--- src/design/rmdr_pkg.sv ---
// ----------------------------------------------------------------------------
// rmdr_pkg: shared constants for the running mean / deviation block
// Fixed-point formats, saturation limits and divider sizing.
// ----------------------------------------------------------------------------
package rmdr_pkg;

  // Fixed-point format of samples and reliability
  localparam int FRAC_BITS = 16;

  // Sample count saturates here
  localparam logic [15:0] COUNT_LIMIT = 16'hFFFF;

  // 100.0 in the reliability format
  localparam logic [22:0] HUNDRED_FX = 23'(100 << FRAC_BITS);

  // Shared divider: dividend register width and iteration counter width
  localparam int DIV_W = 56;
  localparam int CNT_W = $clog2(DIV_W);

  // Dividend widths of the sum divisions and of the reliability-sum division
  localparam int SUM_W = 48;
  localparam int RSUM_W = 40;

  // Division being run by the shared divider
  localparam logic [2:0] OP_OLD   = 3'd0;
  localparam logic [2:0] OP_MEAN  = 3'd1;
  localparam logic [2:0] OP_MLD   = 3'd2;
  localparam logic [2:0] OP_RATIO = 3'd3;
  localparam logic [2:0] OP_REL   = 3'd4;

endpackage

--- src/design/running_mean_deviation_reliability.sv ---
// ----------------------------------------------------------------------------
// running_mean_deviation_reliability
// Running mean, mean absolute deviation and reliability of a Q15.16 stream,
// computed with one shared radix-2 restoring divider under a sequencer.
// ----------------------------------------------------------------------------
// Sequence: old mean, new mean and mean deviation divisions, then a ratio division when
//   the shift is below the deviation, then the reliability average; first and overflowed items skip all of them.
// Flow: one item at a time; no new item is taken until its result is done. The shared
//   divider (one quotient bit per cycle; 48-, 48-, 48-, 56- and 40-bit quotients) sets the pace. Ready
//   returns with result valid, once the output register has taken the result.
// Reset (rst, synchronous): all sums, the count and held outputs clear.
module running_mean_deviation_reliability (
  input  logic               clk,
  input  logic               rst,
  input  logic               in_valid,
  output logic               in_ready,
  input  logic signed [31:0] sample,
  output logic               out_valid,
  input  logic               out_ready,
  output logic signed [31:0] mean,
  output logic        [31:0] abs_deviation,
  output logic        [22:0] reliability,
  output logic        [15:0] count,
  output logic               overflow
);

  // Sequencer states
  localparam logic [3:0] S_IDLE  = 4'd0;
  localparam logic [3:0] S_DIV   = 4'd1;
  localparam logic [3:0] S_POST  = 4'd2;
  localparam logic [3:0] S_AD    = 4'd3;
  localparam logic [3:0] S_DSUM  = 4'd4;
  localparam logic [3:0] S_SHIFT = 4'd5;
  localparam logic [3:0] S_MUL   = 4'd6;
  localparam logic [3:0] S_RSUM  = 4'd7;
  localparam logic [3:0] S_DONE  = 4'd8;

  localparam int PAD_SUM  = rmdr_pkg::DIV_W - rmdr_pkg::SUM_W;
  localparam int PAD_RSUM = rmdr_pkg::DIV_W - rmdr_pkg::RSUM_W;

  // Control
  logic [3:0]                 state;
  logic [2:0]                 op;
  logic [rmdr_pkg::CNT_W-1:0] cnt;
  logic                       ovf_r;

  // Accumulated state
  logic [47:0] value_sum;
  logic [47:0] deviation_sum;
  logic [39:0] reliability_sum;
  logic [15:0] sample_total;
  logic [31:0] mean_reg;
  logic [31:0] deviation_reg;
  logic [22:0] reliability_reg;

  // Per-item working registers
  logic [31:0] sample_r;
  logic [48:0] sum2;
  logic        old_neg;
  logic [31:0] old_mean;
  logic [31:0] mean_v;
  logic [32:0] ad;
  logic [32:0] shift;
  logic [31:0] mld;
  logic [22:0] add_r;

  // Shared divider
  logic [rmdr_pkg::DIV_W-1:0] q;
  logic [31:0]                rem;
  logic [31:0]                den;

  // Combinational helpers
  logic [32:0] rem_sh;
  logic        rem_ge;
  logic [32:0] rem_sub;
  logic [48:0] sum2_c;
  logic [47:0] vs_mag;
  logic [48:0] sum2_neg;
  logic [32:0] dev_diff;
  logic [32:0] shift_diff;
  logic [48:0] dsum_ext;
  logic [47:0] dsum_new;
  logic [40:0] rsum_ext;
  logic [39:0] rsum_new;
  logic [47:0] vs_sat;
  logic [15:0] n_inc;

  // Signed quotient from magnitude, clamped to 32 bits
  function automatic logic [31:0] clamp_q(input logic [rmdr_pkg::DIV_W-1:0] mag,
                                          input logic neg);
    logic [31:0] r;
    if (neg) begin
      if (mag > rmdr_pkg::DIV_W'(33'h0_8000_0000)) r = 32'h8000_0000;
      else r = ~mag[31:0] + 32'd1;
    end else begin
      if (mag > rmdr_pkg::DIV_W'(33'h0_7FFF_FFFF)) r = 32'h7FFF_FFFF;
      else r = mag[31:0];
    end
    return r;
  endfunction

  // Divider step: one quotient bit per cycle
  assign rem_sh  = {rem, q[rmdr_pkg::DIV_W-1]};
  assign rem_ge  = rem_sh >= {1'b0, den};
  assign rem_sub = rem_sh - {1'b0, den};

  // Accept-time operand prep
  assign sum2_c   = {value_sum[47], value_sum} + {{17{sample[31]}}, sample};
  assign vs_mag   = value_sum[47] ? (~value_sum + 48'd1) : value_sum;
  assign sum2_neg = ~sum2 + 49'd1;

  // Deviation and mean shift differences
  assign dev_diff   = {mean_v[31], mean_v} - {sample_r[31], sample_r};
  assign shift_diff = {old_mean[31], old_mean} - {mean_v[31], mean_v};

  // Saturating accumulators
  assign dsum_ext = {1'b0, deviation_sum} + {16'd0, ad};
  assign dsum_new = dsum_ext[48] ? 48'hFFFF_FFFF_FFFF : dsum_ext[47:0];
  assign rsum_ext = {1'b0, reliability_sum} + {18'd0, add_r};
  assign rsum_new = rsum_ext[40] ? 40'hFF_FFFF_FFFF : rsum_ext[39:0];
  assign vs_sat   = (sum2[48] != sum2[47])
                  ? (sum2[48] ? 48'h8000_0000_0000 : 48'h7FFF_FFFF_FFFF)
                  : sum2[47:0];
  assign n_inc    = sample_total + 16'd1;

  assign in_ready = (state == S_IDLE);

  // Sequencer, datapath and accumulators
  always_ff @(posedge clk) begin
    if (rst) begin
      state           <= S_IDLE;
      op              <= rmdr_pkg::OP_OLD;
      cnt             <= '0;
      ovf_r           <= 1'b0;
      value_sum       <= '0;
      deviation_sum   <= '0;
      reliability_sum <= '0;
      sample_total    <= '0;
      mean_reg        <= '0;
      deviation_reg   <= '0;
      reliability_reg <= '0;
    end else begin
      unique case (state)
        S_IDLE: begin
          if (in_valid) begin
            sample_r <= sample;
            sum2     <= sum2_c;
            old_neg  <= value_sum[47];
            if (sample_total == 16'd0) begin
              // first item seeds the sum only
              mean_reg        <= '0;
              deviation_reg   <= '0;
              reliability_reg <= '0;
              value_sum       <= {{16{sample[31]}}, sample};
              deviation_sum   <= '0;
              reliability_sum <= '0;
              sample_total    <= 16'd1;
              ovf_r           <= 1'b0;
              state           <= S_DONE;
            end else if (sample_total >= rmdr_pkg::COUNT_LIMIT) begin
              ovf_r <= 1'b1;
              state <= S_DONE;
            end else begin
              // old mean: |value_sum| / n
              ovf_r <= 1'b0;
              q     <= {vs_mag, PAD_SUM'(0)};
              rem   <= '0;
              den   <= {16'd0, sample_total};
              cnt   <= rmdr_pkg::CNT_W'(rmdr_pkg::SUM_W - 1);
              op    <= rmdr_pkg::OP_OLD;
              state <= S_DIV;
            end
          end
        end

        S_DIV: begin
          rem <= rem_ge ? rem_sub[31:0] : rem_sh[31:0];
          q   <= {q[rmdr_pkg::DIV_W-2:0], rem_ge};
          cnt <= cnt - rmdr_pkg::CNT_W'(1);
          if (cnt == '0) state <= S_POST;
        end

        S_POST: begin
          unique case (op)
            rmdr_pkg::OP_OLD: begin
              // new mean: |value_sum + sample| / (n + 1)
              old_mean <= clamp_q(q, old_neg);
              q        <= {(sum2[48] ? sum2_neg[47:0] : sum2[47:0]), PAD_SUM'(0)};
              rem      <= '0;
              den      <= {16'd0, n_inc};
              cnt      <= rmdr_pkg::CNT_W'(rmdr_pkg::SUM_W - 1);
              op       <= rmdr_pkg::OP_MEAN;
              state    <= S_DIV;
            end
            rmdr_pkg::OP_MEAN: begin
              mean_v <= clamp_q(q, sum2[48]);
              state  <= S_AD;
            end
            rmdr_pkg::OP_MLD: begin
              mld   <= (q > rmdr_pkg::DIV_W'(32'hFFFF_FFFF)) ? 32'hFFFF_FFFF : q[31:0];
              state <= S_SHIFT;
            end
            rmdr_pkg::OP_RATIO: begin
              add_r <= rmdr_pkg::HUNDRED_FX - q[22:0];
              state <= S_RSUM;
            end
            rmdr_pkg::OP_REL: begin
              reliability_reg <= (q > rmdr_pkg::DIV_W'(23'h7F_FFFF)) ? 23'h7F_FFFF
                                                                     : q[22:0];
              mean_reg        <= mean_v;
              deviation_reg   <= mld;
              state           <= S_DONE;
            end
            default: state <= S_DONE;
          endcase
        end

        S_AD: begin
          ad    <= dev_diff[32] ? (~dev_diff + 33'd1) : dev_diff;
          state <= S_DSUM;
        end

        S_DSUM: begin
          // mean absolute deviation: deviation_sum / n
          deviation_sum <= dsum_new;
          q             <= {dsum_new, PAD_SUM'(0)};
          rem           <= '0;
          den           <= {16'd0, sample_total};
          cnt           <= rmdr_pkg::CNT_W'(rmdr_pkg::SUM_W - 1);
          op            <= rmdr_pkg::OP_MLD;
          state         <= S_DIV;
        end

        S_SHIFT: begin
          if (mld == 32'd0) begin
            add_r <= rmdr_pkg::HUNDRED_FX;
            state <= S_RSUM;
          end else begin
            shift <= shift_diff[32] ? (~shift_diff + 33'd1) : shift_diff;
            state <= S_MUL;
          end
        end

        S_MUL: begin
          if (shift < {1'b0, mld}) begin
            // ratio: shift * 100 / deviation
            q     <= rmdr_pkg::DIV_W'(shift[31:0] * rmdr_pkg::HUNDRED_FX);
            rem   <= '0;
            den   <= mld;
            cnt   <= rmdr_pkg::CNT_W'(rmdr_pkg::DIV_W - 1);
            op    <= rmdr_pkg::OP_RATIO;
            state <= S_DIV;
          end else begin
            add_r <= '0;
            state <= S_RSUM;
          end
        end

        S_RSUM: begin
          // commit sums, then average reliability over n + 1
          reliability_sum <= rsum_new;
          value_sum       <= vs_sat;
          sample_total    <= n_inc;
          q               <= {rsum_new, PAD_RSUM'(0)};
          rem             <= '0;
          den             <= {16'd0, n_inc};
          cnt             <= rmdr_pkg::CNT_W'(rmdr_pkg::RSUM_W - 1);
          op              <= rmdr_pkg::OP_REL;
          state           <= S_DIV;
        end

        S_DONE: begin
          if (!out_valid || out_ready) state <= S_IDLE;
        end

        default: state <= S_IDLE;
      endcase
    end
  end

  // Output register: loaded when the result is done and the slot is free
  always_ff @(posedge clk) begin
    if (rst) begin
      out_valid <= 1'b0;
    end else if (state == S_DONE && (!out_valid || out_ready)) begin
      out_valid <= 1'b1;
    end else if (out_ready) begin
      out_valid <= 1'b0;
    end
  end

  always_ff @(posedge clk) begin
    if (state == S_DONE && (!out_valid || out_ready)) begin
      mean          <= mean_reg;
      abs_deviation <= deviation_reg;
      reliability   <= reliability_reg;
      count         <= sample_total;
      overflow      <= ovf_r;
    end
  end

  // Checks
  a_busy_after_accept: assert property (@(posedge clk) disable iff (rst)
    in_valid && in_ready |=> !in_ready)
    else $error("block still ready after accepting an item");

  a_rem_below_den: assert property (@(posedge clk) disable iff (rst)
    state == S_DIV |-> rem < den)
    else $error("divider remainder not below divisor");

  a_ovf_at_limit: assert property (@(posedge clk) disable iff (rst)
    out_valid && overflow |-> count == rmdr_pkg::COUNT_LIMIT)
    else $error("overflow flagged below count limit");

  a_rel_range: assert property (@(posedge clk) disable iff (rst)
    out_valid |-> reliability <= rmdr_pkg::HUNDRED_FX)
    else $error("reliability above 100");

endmodule

--- config.mk ---
export PLATFORM = sky130hd
export DESIGN_NAME = running_mean_deviation_reliability
export DESIGN_NICKNAME = d
export VERILOG_FILES = /design/src/design/rmdr_pkg.sv /design/src/design/running_mean_deviation_reliability.sv
export SDC_FILE = /design/constraint.sdc
export NUM_CORES = 2
export LEC_CHECK = 0
export BUFFER_PORTS_ARGS = -buffer_cell sky130_fd_sc_hd__buf_2
export CAP_MARGIN = 20
export CORE_MARGIN = 2
export CORE_UTILIZATION = 52
export DETAILED_ROUTE_END_ITERATION = 8
export HOLD_SLACK_MARGIN = 0.06
export PLACE_DENSITY = 0.67
export SLEW_MARGIN = 40
export SYNTH_ARGS = -nofsm -noshare
export SYNTH_HDL_FRONTEND = slang
export SYNTH_SLANG_ARGS = --single-unit
export TNS_END_PERCENT = 1
--- constraint.sdc ---
create_clock -name clk -period 11.2 [get_ports clk]
set_input_delay 1.68 -clock clk [delete_from_list [all_inputs] [get_ports clk]]
set_output_delay 1.68 -clock clk [all_outputs]
set_load 0.005 [all_outputs]
==> run metrics <==
clock slew at reported path FFs 60 ps; CP endpoint kind flop; asr flop ratio synth 0; drt initial violations 4886; GPL Wtd Cong 0.997; antenna violations before repair 7; Power Total 8.99 mW; max-cap violation count 0; Core Area 0.0933 mm2; die height 311 um; Clk pwr share 0.312; Internal Power 5.80 mW; vias in the first global route 39200; Overall Global Routing Usage 0.320; final hold vios 0; sw frac 0.355; CP Launch Type flop; hold_buf cts 0; Yosys cell types about 100; CTS buffer count 85; area of the multi-input gates 0.0268 mm2; Yosys reg bits 745; die width 311 um; Power Density 168 mW/mm2; crit path time final between 5000 and 6000 ps; Worst Path Max Fanout 4; DP Worst Slack 5910 ps; CTS tree yes; synth cell count leaders a21oi_1 (673), nand2_1 (512), edfxtp_1 (491); DR DRC count 0; Die ar. 0.0965 mm2; max-slew violations 0; RSZ-0062 raised after global routing false; Starting Density 0.524; first-pass GRT wire length roughly 240000 um; Clock Latency Late Sink 690 ps; Rows 112; Comb pwr share 0.276; PostCTS Resize Cnt 0; Post-Route WL 159000 um; Peak Freq 189 MHz; most common cell in the synthesized netlist a21oi_1; Seq. cell area 0.0198 mm2; synth warn 0; P&R area growth vs syn 9.49%; Mapped Area 0.0489 mm2; Main synth FF type edfxtp_1; port buffer count 141; worst-margin pin slew between 800 and 900 ps; Yosys top cell area share 0.301; post-route setup TNS 0 ps; Mapped Avg Cell Area 8.92 um2; sequential share of the synthesized area 0.405; Vias/cell roughly 6.3; Worst Hold Class reg -> reg; layout cells sized above 1 0.0765; CP arrival 5670 ps; htree depth 3; crit share post-route 0.471; NetSw 3.20 mW; Via Count 42800; Cells after Synth 5486; number of flip-flops in the largest register 64; final worst-path setup slack 5920 ps; Yosys top cell by area edfxtp_1; Data required, critical path between 10000 and 15000 ps; CTS sink count 745; VDD IR-drop max roughly 120 uV; nets 5892; pin count of the biggest net entering global routing 161; Post-synth EDFFs roughly 490; final setup fails 0; postcts setup bufs 0; top post-synthesis cells by area edfxtp_1 (30%), dfxtp_1 (10%), ha_1 (8.7%); Leak Pwr 21.2 nW; dpl hpwl about 120000 um; root buf cell clkbuf_16; Layout Skew 27.6 ps; I/O pin cnt 142; WHS between 400 and 500 ps; outcome complete, no violations; Crit Path Class reg -> reg; register share of total power 0.412; WL/cell 23.4 um; Synthesized Nets 5897; GRT overflow 0; Routed Antenna Nets 0; worst rel slew slack 0.418; fill count 8345; Longest Clk Path Bufs 3; drt pass-1 iters 6
==> layer usage <==
layer / global-route usage / vias to the layer above / part of all wire
met1: 0.453 / 20500 / 0.42
met3: 0.0522 / 317 / 0.092
met2: 0.489 / 2014 / 0.44
li1: - / 20000 / -
met5: 0 / - / 0.000075
met4: 0.129 / 2 / 0.042
==> worst paths after layout <==
| kind | depth (start not counted) | endpoint | from | slack [ps] |
|---|---|---|---|---|
| hold / removal | 0 | mean[14] | mean_reg[14] | 430 |
| setup reg to reg | 14 | q[52] | shift[2] | 5920 |
| hold reg to reg | 0 | mean[14] | mean_reg[14] | 430 |
| setup / recovery | 14 | q[52] | shift[2] | 5920 |
==> cell usage in the layout (no fill, tap or decap), drive strengths merged, types with 42 or more instances in the layout <==
| master | n |
|---|---|
| buf | 200 |
| edfxtp | 491 |
| clkbuf | 117 |
| or3 | 67 |
| dfxtp | 254 |
| nor3 | 150 |
| nor4 | 48 |
| nor2 | 398 |
| nand4 | 54 |
| xor2 | 161 |
| nand3 | 163 |
| o31ai | 52 |
| a21oi | 673 |
| nand2 | 512 |
| o21ai | 353 |
| a31oi | 52 |
| and3 | 56 |
| a21o | 136 |
| nor2b | 42 |
| inv | 365 |
| xnor2 | 195 |
| ha | 342 |
==> cell families after synthesis <==
| kind of cell | share of synthesized area |
|---|---|
| DFF | 0.405 |
| xor gates and xnor gates | 0.0637 |
| AOI/OAI and AO/OA | 0.211 |
| muxes | 0.00376 |
| and+or+nand+nor | 0.165 |
| buffers and inverters | 0.0507 |
| adders and majority gates | 0.101 |
==> metrics by stage <==
step,cell area (um2),util,std cells
after floorplan,48900,-,5486
after global placement,50700,0.543,6644
after detailed placement,50700,0.543,6647
after CTS,53500,0.573,6805
after global routing,53600,0.574,6806
final,53600,0.574,6809
==> power by group through the flow <==
stage	Sequential (mW)	Combinational (mW)	Clock, mW
after detailed placement	3.75	2.42	0
after global placement	3.74	2.40	0
after global routing	3.73	2.71	2.93
after CTS	3.69	2.44	2.83
final	3.71	2.48	2.80
after floorplan	3.61	1.69	0
==> worst max-delay path, cell delays in order, from the launching register on <==
cell,delay (ps)
edfxtp_1,480
ha_1,330
ha_1,310
fa_1,470
ha_1,360
a21o_1,170
a21o_1,210
a2111o_1,430
a31oi_1,350
o21ai_0,240
a41oi_1,570
o22ai_1,260
a211o_1,340
a211oi_1,330
a32oi_1,150
==> final cells by class <==
class / instances / area share
clock buffers: 116 / 0.0446
repair buffers: 201 / 0.0228
inverters: 357 / 0.0250
flip-flops and latches: 745 / 0.370
well taps: 1254 / 0.0293
multi-input cells: 4091 / 0.501
clock inverters: 42 / 0.00715
diodes: 3 / 0.000140
No activity file was read; power rests on OpenSTA's default activity.
